**config.mk**
```make
export PLATFORM = sky130hd
export DESIGN_NAME = button_debounce_autorepeat_core
export DESIGN_NICKNAME = d
export VERILOG_FILES = /design/src/rtl/bda_pkg.sv /design/src/rtl/button_debounce_autorepeat_core.sv /design/src/rtl/bda_fifo.sv /design/src/rtl/bda_front.sv /design/src/rtl/bda_back.sv
export SDC_FILE = /design/constraint.sdc
export NUM_CORES = 1
export LEC_CHECK = 0
export BUFFER_PORTS_ARGS = -buffer_cell sky130_fd_sc_hd__buf_4
export CAP_MARGIN = 0
export CORE_ASPECT_RATIO = 2
export CORE_UTILIZATION = 55
export CTS_CLUSTER_DIAMETER = 100
export DETAILED_ROUTE_END_ITERATION = 12
export GPL_TIMING_DRIVEN = 0
export PLACE_DENSITY = 0.71
export SYNTH_ARGS = -nofsm -noshare
export SYNTH_HDL_FRONTEND = slang
export SYNTH_SLANG_ARGS = --single-unit
```
**constraint.sdc**
```tcl
create_clock -name clk -period 15 [get_ports clk]
set_input_delay 0.75 -clock clk [delete_from_list [all_inputs] [get_ports clk]]
set_output_delay 0.75 -clock clk [all_outputs]
set_load 0.1 [all_outputs]
```
**src/rtl/bda_pkg.sv**
```systemverilog
// ----------------------------------------------------------------------------
// bda_pkg
// Shared types and constants for the button debounce / autorepeat core.
// ----------------------------------------------------------------------------
`default_nettype none

package bda_pkg;

  // Configuration register indexes
  localparam logic [1:0] CFG_DEBOUNCE     = 2'd0;
  localparam logic [1:0] CFG_FIRST_REPEAT = 2'd1;
  localparam logic [1:0] CFG_REPEAT       = 2'd2;
  localparam logic [1:0] CFG_REPRESS_WIN  = 2'd3;

  localparam int unsigned DB_W    = 10;
  localparam int unsigned RPT_W   = 12;
  localparam int unsigned SINCE_W = 12;
  localparam int unsigned CNT_W   = 16;
  localparam int unsigned CFG_W   = 12;

  // Reset values of the configuration registers
  localparam logic [DB_W-1:0]  DEBOUNCE_RST     = 10'd25;
  localparam logic [RPT_W-1:0] FIRST_REPEAT_RST = 12'd750;
  localparam logic [RPT_W-1:0] REPEAT_RST       = 12'd250;
  localparam logic [RPT_W-1:0] REPRESS_WIN_RST  = 12'd500;

  localparam logic [SINCE_W-1:0] SINCE_MAX = '1;
  localparam logic [CNT_W-1:0]   COUNT_MAX = '1;

  typedef enum logic [1:0] {
    EV_PRESS   = 2'd0,
    EV_REPRESS = 2'd1,
    EV_RELEASE = 2'd2,
    EV_REPEAT  = 2'd3
  } ev_kind_t;

  // One button's event within a tick
  typedef struct packed {
    ev_kind_t         kind;
    logic [CNT_W-1:0] count;
  } evt_t;

  localparam int unsigned EVT_W = $bits(evt_t);

  // Queue status seen by the core and the back end
  typedef struct packed {
    logic full;
    logic empty;
  } fifo_stat_t;

endpackage : bda_pkg

`default_nettype wire

```
**src/rtl/button_debounce_autorepeat_core.sv**
```systemverilog
// With the serializer idle, a tick's first event passes through the event queue, the
// serializer's event registers and the output register before it is presented.
// The serializer presents one event per cycle while out_ready is high; a tick holds
// at most BUTTON_COUNT events, and ticks without events are not queued.
// A tick request is taken whenever the two-entry event queue has room.
// Reset (rst_n low, synchronous) clears all button state, restores the
// register defaults 25/750/250/500 and empties the queue and output stage.
// ----------------------------------------------------------------------------
// button_debounce_autorepeat_core
// Debounces a bank of buttons and emits press, repress, release and repeat
// events, one per cycle while out_ready is high, lowest button first in a tick.
// ----------------------------------------------------------------------------
`default_nettype none

module button_debounce_autorepeat_core #(
  parameter int unsigned BUTTON_COUNT = 5,
  localparam int unsigned IDX_W       = (BUTTON_COUNT > 1) ? $clog2(BUTTON_COUNT) : 1
) (
  input  wire                          clk,
  input  wire                          rst_n,
  input  wire                          in_valid,
  output logic                         in_ready,
  input  wire  [BUTTON_COUNT-1:0]      in_raw_levels,
  output logic                         out_valid,
  input  wire                          out_ready,
  output logic [IDX_W-1:0]             out_button_index,
  output logic [1:0]                   out_event_kind,
  output logic [bda_pkg::CNT_W-1:0]    out_press_count,
  output logic                         out_last_event,
  input  wire                          cfg_valid,
  output logic                         cfg_ready,
  input  wire  [1:0]                   cfg_index,
  input  wire  [bda_pkg::CFG_W-1:0]    cfg_data
);
  import bda_pkg::*;

  localparam int unsigned Q_W = BUTTON_COUNT * (1 + EVT_W);

  logic                           tick_accept;
  logic                           ev_push;
  logic [BUTTON_COUNT-1:0]        ev_mask;
  evt_t [BUTTON_COUNT-1:0]        ev_data;
  fifo_stat_t                     q_stat;
  logic                           q_pop;
  logic [Q_W-1:0]                 q_rd;
  logic [BUTTON_COUNT-1:0]        q_mask;
  evt_t [BUTTON_COUNT-1:0]        q_data;

  assign in_ready    = !q_stat.full;
  assign cfg_ready   = 1'b1;
  assign tick_accept = in_valid && in_ready;

  // Front: timers and classification
  bda_front #(.BUTTON_COUNT(BUTTON_COUNT)) u_front (
    .clk         (clk),
    .rst_n       (rst_n),
    .tick_accept (tick_accept),
    .raw_levels  (in_raw_levels),
    .cfg_accept  (cfg_valid && cfg_ready),
    .cfg_index   (cfg_index),
    .cfg_data    (cfg_data),
    .ev_push     (ev_push),
    .ev_mask     (ev_mask),
    .ev_data     (ev_data)
  );

  // Event queue, one entry per tick with events
  bda_fifo #(.WIDTH(Q_W), .DEPTH(2)) u_fifo (
    .clk       (clk),
    .rst_n     (rst_n),
    .push      (ev_push),
    .push_data ({ev_mask, ev_data}),
    .pop       (q_pop),
    .pop_data  (q_rd),
    .stat      (q_stat)
  );

  assign {q_mask, q_data} = q_rd;

  // Back: event serializer and output register
  bda_back #(.BUTTON_COUNT(BUTTON_COUNT), .IDX_W(IDX_W)) u_back (
    .clk              (clk),
    .rst_n            (rst_n),
    .q_stat           (q_stat),
    .q_mask           (q_mask),
    .q_data           (q_data),
    .q_pop            (q_pop),
    .out_valid        (out_valid),
    .out_ready        (out_ready),
    .out_button_index (out_button_index),
    .out_event_kind   (out_event_kind),
    .out_press_count  (out_press_count),
    .out_last_event   (out_last_event)
  );

`ifndef SYNTHESIS
  // Queue never written while full
  a_no_overflow: assert property (@(posedge clk) disable iff (!rst_n)
    ev_push |-> !q_stat.full)
    else $error("event queue overflow");

  // Queue never read while empty
  a_no_underflow: assert property (@(posedge clk) disable iff (!rst_n)
    q_pop |-> !q_stat.empty)
    else $error("event queue underflow");

  // A plain press always carries a zero count
  a_press_zero: assert property (@(posedge clk) disable iff (!rst_n)
    (out_valid && (out_event_kind == EV_PRESS)) |-> (out_press_count == '0))
    else $error("press event with nonzero count");

  // Events only name existing buttons
  a_index_range: assert property (@(posedge clk) disable iff (!rst_n)
    out_valid |-> (out_button_index < IDX_W'(BUTTON_COUNT - 1) ||
                   out_button_index == IDX_W'(BUTTON_COUNT - 1)))
    else $error("button index out of range");
`endif

endmodule : button_debounce_autorepeat_core

`default_nettype wire

```
**src/rtl/bda_fifo.sv**
```systemverilog
// ----------------------------------------------------------------------------
// bda_fifo
// Small register queue between the tick front end and the event serializer.
// ----------------------------------------------------------------------------
`default_nettype none

module bda_fifo #(
  parameter int unsigned WIDTH = 8,
  parameter int unsigned DEPTH = 2
) (
  input  wire                     clk,
  input  wire                     rst_n,
  input  wire                     push,
  input  wire  [WIDTH-1:0]        push_data,
  input  wire                     pop,
  output logic [WIDTH-1:0]        pop_data,
  output bda_pkg::fifo_stat_t     stat
);
  import bda_pkg::*;

  localparam int unsigned PTR_W = (DEPTH > 1) ? $clog2(DEPTH) : 1;
  localparam int unsigned CNT_W_L = $clog2(DEPTH + 1);

  logic [WIDTH-1:0]   mem_r [DEPTH];
  logic [PTR_W-1:0]   wr_ptr_r, wr_ptr_nxt;
  logic [PTR_W-1:0]   rd_ptr_r, rd_ptr_nxt;
  logic [CNT_W_L-1:0] cnt_r, cnt_nxt;

  assign stat.full  = (cnt_r == CNT_W_L'(DEPTH));
  assign stat.empty = (cnt_r == '0);
  assign pop_data   = mem_r[rd_ptr_r];

  // Pointer and occupancy update
  always_comb begin
    wr_ptr_nxt = wr_ptr_r;
    rd_ptr_nxt = rd_ptr_r;
    cnt_nxt    = cnt_r;
    if (push) begin
      wr_ptr_nxt = (wr_ptr_r == PTR_W'(DEPTH - 1)) ? '0 : wr_ptr_r + 1'b1;
    end
    if (pop) begin
      rd_ptr_nxt = (rd_ptr_r == PTR_W'(DEPTH - 1)) ? '0 : rd_ptr_r + 1'b1;
    end
    if (push && !pop) begin
      cnt_nxt = cnt_r + 1'b1;
    end else if (pop && !push) begin
      cnt_nxt = cnt_r - 1'b1;
    end
  end

  always_ff @(posedge clk) begin
    if (!rst_n) begin
      wr_ptr_r <= '0;
      rd_ptr_r <= '0;
      cnt_r    <= '0;
    end else begin
      wr_ptr_r <= wr_ptr_nxt;
      rd_ptr_r <= rd_ptr_nxt;
      cnt_r    <= cnt_nxt;
    end
  end

  // Storage, no reset needed
  always_ff @(posedge clk) begin
    if (push) begin
      mem_r[wr_ptr_r] <= push_data;
    end
  end

endmodule : bda_fifo

`default_nettype wire

```
**src/rtl/bda_front.sv**
```systemverilog
// ----------------------------------------------------------------------------
// bda_front
// Per-tick debounce and repeat timers; classifies each button's event.
// ----------------------------------------------------------------------------
`default_nettype none

module bda_front #(
  parameter int unsigned BUTTON_COUNT = 5
) (
  input  wire                                   clk,
  input  wire                                   rst_n,
  input  wire                                   tick_accept,
  input  wire  [BUTTON_COUNT-1:0]               raw_levels,
  input  wire                                   cfg_accept,
  input  wire  [1:0]                            cfg_index,
  input  wire  [bda_pkg::CFG_W-1:0]             cfg_data,
  output logic                                  ev_push,
  output logic [BUTTON_COUNT-1:0]               ev_mask,
  output bda_pkg::evt_t [BUTTON_COUNT-1:0]      ev_data
);
  import bda_pkg::*;

  // Configuration registers
  logic [DB_W-1:0]  debounce_ticks_r;
  logic [RPT_W-1:0] first_repeat_ticks_r;
  logic [RPT_W-1:0] repeat_ticks_r;
  logic [RPT_W-1:0] repress_win_r;

  // Per-button state
  logic [BUTTON_COUNT-1:0] prev_raw_r;
  logic [BUTTON_COUNT-1:0] stable_r,   stable_nxt;
  logic [BUTTON_COUNT-1:0] db_armed_r, db_armed_nxt;
  logic [BUTTON_COUNT-1:0] rp_armed_r, rp_armed_nxt;
  logic [DB_W-1:0]    db_rem_r [BUTTON_COUNT];
  logic [DB_W-1:0]    db_rem_nxt [BUTTON_COUNT];
  logic [RPT_W-1:0]   rp_rem_r [BUTTON_COUNT];
  logic [RPT_W-1:0]   rp_rem_nxt [BUTTON_COUNT];
  logic [SINCE_W-1:0] since_r [BUTTON_COUNT];
  logic [SINCE_W-1:0] since_nxt [BUTTON_COUNT];
  logic [CNT_W-1:0]   held_r [BUTTON_COUNT];
  logic [CNT_W-1:0]   held_nxt [BUTTON_COUNT];
  logic [BUTTON_COUNT-1:0] loaded;

  // Next state and events, buttons independent of each other
  always_comb begin
    stable_nxt   = stable_r;
    db_armed_nxt = db_armed_r;
    rp_armed_nxt = rp_armed_r;
    ev_mask      = '0;
    loaded       = '0;
    for (int i = 0; i < BUTTON_COUNT; i++) begin
      db_rem_nxt[i]    = db_rem_r[i];
      rp_rem_nxt[i]    = rp_rem_r[i];
      held_nxt[i]      = held_r[i];
      since_nxt[i]     = (since_r[i] != SINCE_MAX) ? since_r[i] + 1'b1 : since_r[i];
      ev_data[i].kind  = EV_PRESS;
      ev_data[i].count = '0;

      // debounce
      if (raw_levels[i] != prev_raw_r[i]) begin
        db_rem_nxt[i]   = debounce_ticks_r;
        db_armed_nxt[i] = 1'b1;
      end else if (db_armed_r[i]) begin
        if (db_rem_r[i] <= DB_W'(1)) begin
          db_rem_nxt[i]   = '0;
          db_armed_nxt[i] = 1'b0;
          if (raw_levels[i] != stable_r[i]) begin
            stable_nxt[i] = raw_levels[i];
            ev_mask[i]    = 1'b1;
            if (raw_levels[i]) begin
              rp_rem_nxt[i]   = first_repeat_ticks_r;
              rp_armed_nxt[i] = 1'b1;
              loaded[i]       = 1'b1;
              if ((since_nxt[i] < repress_win_r) && (held_r[i] != '0)) begin
                ev_data[i].kind  = EV_REPRESS;
                ev_data[i].count = held_r[i];
              end else begin
                held_nxt[i]      = '0;
                ev_data[i].kind  = EV_PRESS;
                ev_data[i].count = '0;
              end
            end else begin
              since_nxt[i]     = '0;
              rp_armed_nxt[i]  = 1'b0;
              rp_rem_nxt[i]    = '0;
              ev_data[i].kind  = EV_RELEASE;
              ev_data[i].count = held_r[i];
            end
          end
        end else begin
          db_rem_nxt[i] = db_rem_r[i] - 1'b1;
        end
      end

      // autorepeat
      if (rp_armed_nxt[i] && !loaded[i]) begin
        if (rp_rem_nxt[i] <= RPT_W'(1)) begin
          if (stable_nxt[i]) begin
            rp_rem_nxt[i]    = repeat_ticks_r;
            held_nxt[i]      = (held_nxt[i] != COUNT_MAX) ? held_nxt[i] + 1'b1 : held_nxt[i];
            ev_mask[i]       = 1'b1;
            ev_data[i].kind  = EV_REPEAT;
            ev_data[i].count = held_nxt[i];
          end else begin
            rp_armed_nxt[i] = 1'b0;
            rp_rem_nxt[i]   = '0;
          end
        end else begin
          rp_rem_nxt[i] = rp_rem_nxt[i] - 1'b1;
        end
      end
    end
  end

  // Ticks without events are not queued
  assign ev_push = tick_accept && (ev_mask != '0);

  // Button state registers
  always_ff @(posedge clk) begin
    if (!rst_n) begin
      prev_raw_r <= '0;
      stable_r   <= '0;
      db_armed_r <= '0;
      rp_armed_r <= '0;
      for (int i = 0; i < BUTTON_COUNT; i++) begin
        db_rem_r[i] <= '0;
        rp_rem_r[i] <= '0;
        since_r[i]  <= SINCE_MAX;
        held_r[i]   <= '0;
      end
    end else if (tick_accept) begin
      prev_raw_r <= raw_levels;
      stable_r   <= stable_nxt;
      db_armed_r <= db_armed_nxt;
      rp_armed_r <= rp_armed_nxt;
      for (int i = 0; i < BUTTON_COUNT; i++) begin
        db_rem_r[i] <= db_rem_nxt[i];
        rp_rem_r[i] <= rp_rem_nxt[i];
        since_r[i]  <= since_nxt[i];
        held_r[i]   <= held_nxt[i];
      end
    end
  end

  // Configuration registers
  always_ff @(posedge clk) begin
    if (!rst_n) begin
      debounce_ticks_r     <= DEBOUNCE_RST;
      first_repeat_ticks_r <= FIRST_REPEAT_RST;
      repeat_ticks_r       <= REPEAT_RST;
      repress_win_r        <= REPRESS_WIN_RST;
    end else if (cfg_accept) begin
      case (cfg_index)
        CFG_DEBOUNCE:     debounce_ticks_r     <= cfg_data[DB_W-1:0];
        CFG_FIRST_REPEAT: first_repeat_ticks_r <= cfg_data[RPT_W-1:0];
        CFG_REPEAT:       repeat_ticks_r       <= cfg_data[RPT_W-1:0];
        CFG_REPRESS_WIN:  repress_win_r        <= cfg_data[RPT_W-1:0];
        default: ;
      endcase
    end
  end

endmodule : bda_front

`default_nettype wire

```
**src/rtl/bda_back.sv**
```systemverilog
// ----------------------------------------------------------------------------
// bda_back
// Serializes one tick's events, lowest button first, one per unstalled cycle.
// ----------------------------------------------------------------------------
`default_nettype none

module bda_back #(
  parameter int unsigned BUTTON_COUNT = 5,
  parameter int unsigned IDX_W        = 3
) (
  input  wire                                   clk,
  input  wire                                   rst_n,
  input  bda_pkg::fifo_stat_t                   q_stat,
  input  wire  [BUTTON_COUNT-1:0]               q_mask,
  input  bda_pkg::evt_t [BUTTON_COUNT-1:0]      q_data,
  output logic                                  q_pop,
  output logic                                  out_valid,
  input  wire                                   out_ready,
  output logic [IDX_W-1:0]                      out_button_index,
  output logic [1:0]                            out_event_kind,
  output logic [bda_pkg::CNT_W-1:0]             out_press_count,
  output logic                                  out_last_event
);
  import bda_pkg::*;

  logic [BUTTON_COUNT-1:0]         mask_r, mask_nxt;
  evt_t [BUTTON_COUNT-1:0]         evs_r;
  logic                            out_valid_r, out_valid_nxt;
  logic [IDX_W-1:0]                idx_r;
  evt_t                            evt_out_r;
  logic                            last_r;
  logic                            adv;
  logic                            has_pick;
  logic [IDX_W-1:0]                pick_idx;
  logic [BUTTON_COUNT-1:0]         rest;

  // Lowest pending button
  always_comb begin
    has_pick = 1'b0;
    pick_idx = '0;
    for (int i = BUTTON_COUNT - 1; i >= 0; i--) begin
      if (mask_r[i]) begin
        has_pick = 1'b1;
        pick_idx = IDX_W'(i);
      end
    end
  end

  assign rest = mask_r & ~(BUTTON_COUNT'(1) << pick_idx);
  assign adv  = !out_valid_r || out_ready;

  // Refill from the queue when idle or as the last pending event leaves
  assign q_pop = !q_stat.empty && (!has_pick || (adv && (rest == '0)));

  always_comb begin
    out_valid_nxt = out_valid_r;
    mask_nxt      = mask_r;
    if (adv) begin
      out_valid_nxt = has_pick;
      mask_nxt      = rest;
    end
    if (q_pop) begin
      mask_nxt = q_mask;
    end
  end

  always_ff @(posedge clk) begin
    if (!rst_n) begin
      out_valid_r <= 1'b0;
      mask_r      <= '0;
    end else begin
      out_valid_r <= out_valid_nxt;
      mask_r      <= mask_nxt;
    end
  end

  // Payload registers
  always_ff @(posedge clk) begin
    if (q_pop) begin
      evs_r <= q_data;
    end
    if (adv && has_pick) begin
      idx_r     <= pick_idx;
      evt_out_r <= evs_r[pick_idx];
      last_r    <= (rest == '0);
    end
  end

  assign out_valid        = out_valid_r;
  assign out_button_index = idx_r;
  assign out_event_kind   = evt_out_r.kind;
  assign out_press_count  = evt_out_r.count;
  assign out_last_event   = last_r;

endmodule : bda_back

`default_nettype wire

```
**Word-level counts from Yosys, hierarchy flattened**

Memories as Yosys holds them, arrays and structs flattened. A register that Yosys moved wholly into a read port is not among the register bits.
Index checks and enable logic that the tools add are counted.

- Memories: 5
- Input port bits: 24
- Register bits after elaboration: 188
- ROM bits: 0
- RAM bits: 440
- Latch bits: 0
- Logic and storage cells: 520

Memory list:

| name | words | bits a word | read ports | clocked after memory_dff | write ports | RTL line | text |
|---|---|---|---|---|---|---|---|
| u_fifo.mem_r | 2 | 95 | 1 | 1 | 1 | bda_fifo.sv:24 | `logic [WIDTH-1:0] mem_r [DEPTH];` |
| u_front.held_r | 5 | 16 | 5 | 0 | 5 | bda_front.sv:40 | `logic [CNT_W-1:0] held_r [BUTTON_COUNT];` |
| u_front.rp_rem_r | 5 | 12 | 5 | 0 | 5 | bda_front.sv:36 | `logic [RPT_W-1:0] rp_rem_r [BUTTON_COUNT];` |
| u_front.since_r | 5 | 12 | 5 | 0 | 5 | bda_front.sv:38 | `logic [SINCE_W-1:0] since_r [BUTTON_COUNT];` |
| u_front.db_rem_r | 5 | 10 | 5 | 0 | 5 | bda_front.sv:34 | `logic [DB_W-1:0] db_rem_r [BUTTON_COUNT];` |

- Bitwise operators: 22
- Multiply operators: 0
- Multiplexer cells: 356
- Shift-type cells: 1
- Order comparisons: 16
- Add/sub/neg operators: 24
- Divide/modulo/power cells: 0
- Reduce and logical (&&, ||, !) cells: 45
- Equality and inequality tests: 24

Operator list:

| operator | count |
|---|---|
| 2-to-1 mux 12 bit | 80 |
| 2-to-1 mux 16 bit | 55 |
| 2-to-1 mux 18 bit | 41 |
| 2-to-1 mux 10 bit | 20 |
| 2-to-1 mux 1 bit | 145 |
| 2-to-1 mux 17 bit | 5 |
| adder 16 x 1 -> 16 bit (second input constant) | 5 |
| != test 16 bit (second input constant) | 5 |
| nonzero test 16 bit | 5 |
| adder 12 x 1 -> 12 bit (second input constant) | 5 |
| <= comparator 12 x 1 -> 1 bit (second input constant) | 5 |
| less-than comparator 12 bit | 5 |
| != test 12 bit (second input constant) | 5 |
| subtractor 12 x 1 -> 12 bit (second input constant) | 5 |
| binary-select mux 18 bit (select 3 bit) | 1 |
| <= comparator 10 x 1 -> 1 bit (second input constant) | 5 |
| subtractor 10 x 1 -> 10 bit (second input constant) | 5 |
| bitwise OR 1 bit | 20 |
| logical AND 1 bit | 17 |
| 2-to-1 mux 3 bit | 5 |
| zero test 1 bit | 11 |
| 2-to-1 mux 5 bit | 2 |
| != test 1 bit | 10 |
| AND reduction 2 bit | 4 |
| other kinds (15) | 22 |

**Depth between registers and ports, before layout**

An unclocked memory read counts as a cell.

- Depth in word-level cells: 17
- Mapped depth: 27
- Gate-level depth less buffers: 23

**Modules after synthesis**

Synthesis repeated with hierarchy kept, for this count alone.

- Cells, all modules: 3426
- Area, all modules: 35128.7 um^2

Modules (own cells, without submodules):

| module | cells an instance | times used | area each (um^2) |
|---|---|---|---|
| bda_front | 2838 | 1 | 23433.7 |
| bda_fifo | 318 | 1 | 7282.0 |
| bda_back | 266 | 1 | 4391.7 |
| button_debounce_autorepeat_core | 4 | 1 | 21.3 |

**Worst setup path before layout**

OpenSTA, ideal clock, no wires.

- Path type: in2reg
- Start point: input in_raw_levels[0]
- End point: memory u_fifo.mem_r[0][0] (netlist bit) (enable)
- Data arrival time: 8669 ps
- Buffers on the path: 3
- Stages on the path: 17
- Setup slack: 5781 ps
- Library setup time: 550 ps
- Data required time: 14450 ps
- Path through: clkbuf_1 > inv_1 > ha_1 > or4b_1 > nor4_1 > nand2_1 > a22oi_1 > ha_1 > nor2_1 > a31oi_1 > o21ai_2 > or4b_1 > clkbuf_1 > clkbuf_1 > nand4_1 > o31ai_1 > nor2_1

- Word-level cells in the longest chain between the ends: 12
- Elaborated cells on any way between the ends: 34

RTL lines:

| item | RTL line | text |
|---|---|---|
| start, declared | button_debounce_autorepeat_core.sv:23 | `input wire [BUTTON_COUNT-1:0] in_raw_levels,` |
| 2-to-1 mux 12 bit (tied with other cells) | bda_front.sv:70 | `if (raw_levels[i]) begin` |
| 2-to-1 mux 12 bit / 2-to-1 mux 1 bit (equally long branches) | bda_front.sv:67 | `if (raw_levels[i] != stable_r[i]) begin` |
| 2-to-1 mux 12 bit / 2-to-1 mux 1 bit (equally long branches) | bda_front.sv:64 | `if (db_rem_r[i] <= DB_W'(1)) begin` |
| 2-to-1 mux 12 bit / 2-to-1 mux 1 bit (equally long branches) | bda_front.sv:63 | `end else if (db_armed_r[i]) begin` |
| 2-to-1 mux 12 bit / 2-to-1 mux 1 bit (equally long branches) | bda_front.sv:60 | `if (raw_levels[i] != prev_raw_r[i]) begin` |
| <= comparator 12 x 1 -> 1 bit (tied with other cells) | bda_front.sv:97 | `if (rp_rem_nxt[i] <= RPT_W'(1)) begin` |
| 2-to-1 mux 1 bit / logical AND 1 bit (equally long branches) | bda_front.sv:97, bda_front.sv:96 |  |
| 2-to-1 mux 1 bit * | bda_front.sv:96 | `if (rp_armed_nxt[i] && !loaded[i]) begin` |
| nonzero test 5 bit * | bda_front.sv:116 | `assign ev_push = tick_accept && (ev_mask != '0);` |
| logical AND 1 bit * | bda_front.sv:116 |  |
| 2-to-1 mux 1 bit * | bda_fifo.sv:65 | `if (push) begin` |
| 2-to-1 mux 1 bit (implied by the code) * | bda_fifo.sv:66 | `mem_r[wr_ptr_r] <= push_data;` |
| end, declared | bda_fifo.sv:24 |  |

Mark *: on every way between the ends. The rest lies on a longest branch, timed or not.

**Worst setup path after layout**

- Start point: input in_raw_levels[0]
- End point: memory u_fifo.mem_r[0][25] (netlist bit) (enable)

The elaborated chain is that of the path after synthesis.

==> flow_summary_export.csv <==
group,metric,value,unit
run_status,status,"finished clean",
clock_tree,tritoncts,"built",
worst_setup_path,endpoint_kind,"flip-flop",
routing,drtIter0Drc,2654,
final_layout,fin_nets,3748,
clock_tree,cts_setup_buffers,0,
floorplan,dieHeight,360,um
timing,fin_crit_sh,50.9,%
grt,grt_pass1_vias,28400,
clock_tree,clock_latency,0.65,ns
floorplan,rows,130,
clock_tree,cts.clk_slew.worst_paths,0.07,ns
timing,fmax,131,MHz
power,p_per_area,156,nW/um2
grt,grt_pass1_wl,169,mm
yosys,ys_seq_area_share,51.4,%
grt,overflow,0,
place,io_buffers,47,
yosys,synth.cell_area,35200,um2
grt,grt_max_degree,75,
routing,drc,0,
yosys,synth_cell_types,85,
timing,fin_setup_tns,0,ns
final_layout,fin_util,61.6,%
timing,tightest_slew,1.29,ns
run,drv_cap,0,
floorplan,die_area,65100,um2
clock_tree,cts-root-buf,"clkbuf_16",
power,irDropWorstVdd,0.114,mV
yosys,syn_inst,3506,
timing,fin_worst_skew,0.0290,ns
yosys,synthFlopType,"edfxtp_1",
routing,vias,29200,
timing,hold_viol,0,
timing,finalCriticalPeriod,7.63,ns
worst_setup_path,start_kind,"primary input",
timing,relSlewSlack,14.2,%
final_layout,synthToLayoutAreaGrowth,10.4,%
floorplan,die_w,181,um
worst_setup_path,crit_fanout,26,
routing,drtPass1Iterations,9,
yosys,synth_nets,3626,
grt,grtUsageTotal,34.4,%
routing,routed_wirelength,112,mm
clock_tree,cts.sinks,629,
grt,antenna_found_initial,2,
yosys,yosys_register_bits,629,
floorplan,ios,49,
floorplan,initial_utilization,55.8,%
place,pre_cts_ws,7.01,ns
clock_tree,numCtsBuffers,55,
timing,worst_slack,7.37,ns
routing,ant_nets,0,
timing,slew_viol_final,0,
timing,setup_viol,0,
yosys,synth_edf_count,552,
worst_setup_path,crit_type,"in -> reg",
worst_setup_path,arrival,7.98,ns
hold_path,hold_path_class,"in -> reg",
final_layout,final_layout_size_suffix_gt1_share,8.68,%
clock_tree,h-tree-depth,2,
yosys,yosys_warnings,0,
power,p_leak,13.3,nW
timing,holdWs,0.368,ns
yosys,async_reset_ff_share,0,%
clock_tree,cts_resized,0,
routing,wire_per_inst,25.1,um
timing,rsz0062_at_grt,"false",
routing,viasPerCell,6.53,
yosys,syn_avg_cell_area,10.0,um2
place,gp_congestion,0.995,
clock_tree,clock_path_buffers,3,
worst_setup_path,required,15.34,ns
clock_tree,ctsHoldBuffers,0,
floorplan,design.core.area,63100,um2
place,hpwl,83.3,mm
## state kept, by name (all words and copies together), names as in the netlist, 10 cells and up, named ones only
register and count:
u_front.first_repeat_ticks_r 12, u_back.evs_r 90, u_front.held_r 80, u_front.repress_win_r 12, u_front.db_rem_r 50, u_front.rp_rem_r 60, u_front.since_r 60, u_front.debounce_ticks_r 10
u_front.repeat_ticks_r 12, u_fifo.mem_r 190, u_back.out_press_count 16
## report_power, final
| part | switching (mW) | leakage, nW | internal [mW] |
|---|---|---|---|
| Sequential | 0.208 | 5.73 | 2.27 |
| Clock | 0.692 | 0.932 | 0.818 |
| Combinational | 1.38 | 6.60 | 0.686 |
## area by class of cell
type,count,area [um2]
Fill cell,5403,24200
Sequential cell,629,18100
Multi-Input combinational cell,2547,15900
Clock buffer,68,1480
Tap cell,792,991
Buffer,199,767
Timing Repair Buffer,65,688
Inverter,131,494
Clock inverter,36,420
Antenna cell,2,5.00
## layer usage
metal	track usage [%]	vias to the layer above	wire [um]	share of wire (%)
li1	-	13400	-	-
met1	36.5	13900	38000	34
met2	60.0	1413	55700	50
met3	4.77	496	7330	6.5
met4	29.1	0	11200	10
met5	0	-	0	0
## critical path, stage by stage
cell	delay, ns
buf_4	0.10
clkbuf_1	0.44
inv_1	0.16
ha_1	0.44
or4b_1	0.58
nor4_1	1.01
nand2_1	0.55
a22oi_1	0.42
ha_1	0.30
nor2_1	0.09
a31oi_1	0.27
o21ai_2	0.14
or4b_1	0.54
clkbuf_1	0.26
clkbuf_1	0.32
nand4_1	0.17
o31ai_1	0.21
nor2_4	0.71
buf_16	0.25
buf_12	0.20
## synth_stat cells (36+ instances only)
cell type / instances / area (um2)
nand4_1: 72 / 450
edfxtp_1: 552 / 16600
nand3_1: 131 / 656
xor2_1: 63 / 552
inv_1: 131 / 492
ha_1: 96 / 1200
o21ai_0: 269 / 1350
nand2_1: 424 / 1590
a21o_1: 36 / 270
nor2_1: 261 / 980
a21boi_0: 47 / 353
mux2_2: 110 / 1240
dfxtp_1: 77 / 1540
clkbuf_1: 180 / 676
nor4_1: 62 / 388
and3_1: 71 / 444
a21oi_1: 193 / 966
or3_1: 47 / 294
xnor2_1: 56 / 490
nor3_1: 73 / 365
## cells by family after synthesis
| kind of cell | Yosys count | synth area share (%) |
|---|---|---|
| xor+xnor | 119 | 2.96 |
| fa+ha+maj | 96 | 3.41 |
| flops | 629 | 51.4 |
| mux | 140 | 4.37 |
| other cells | 1 | 0.0106 |
| simple gates | 1325 | 18.5 |
| compound gates | 866 | 15.7 |
| buf+inv | 330 | 3.57 |
## metrics by stage
stage	instances	power (mW)	area (um2)
floorplan	3506	3.89	35200
global placement	4345	4.51	36600
detailed placement	4362	4.55	37000
CTS	4466	6.05	38900
global route	4467	6.32	38900
finish	4469	6.05	38900
## cell usage in the layout, fill, tap and decap left out, types with 63 or more instances in the layout
| master | n |
|---|---|
| a21oi_1 | 193 |
| and3_1 | 71 |
| clkbuf_1 | 187 |
| dfxtp_1 | 77 |
| edfxtp_1 | 552 |
| ha_1 | 96 |
| inv_1 | 130 |
| mux2_2 | 110 |
| nand2_1 | 423 |
| nand3_1 | 131 |
| nand4_1 | 72 |
| nor2_1 | 258 |
| nor3_1 | 70 |
| o21ai_0 | 265 |
| xor2_1 | 63 |
## path summary, 6_finish.rpt
path | startpoint | endpoint | slack, ns | cells past startpoint
min | cfg_data[2] | u_front.first_repeat_ticks_r[2]$_SDFFE_PN1P_ | 0.37 | 3
max | in_raw_levels[0] | u_fifo.mem_r[0][25]$_DFFE_PP_ | 7.37 | 20
min reg2reg | u_front.repress_win_r[1]$_SDFFE_PN0P_ | u_front.repress_win_r[1]$_SDFFE_PN0P_ | 0.47 | 2
max reg2reg | u_front.stable_r[0]$_SDFFE_PN0P_ | u_fifo.mem_r[0][25]$_DFFE_PP_ | 7.83 | 17
No activity file was read; power rests on OpenSTA's default activity.
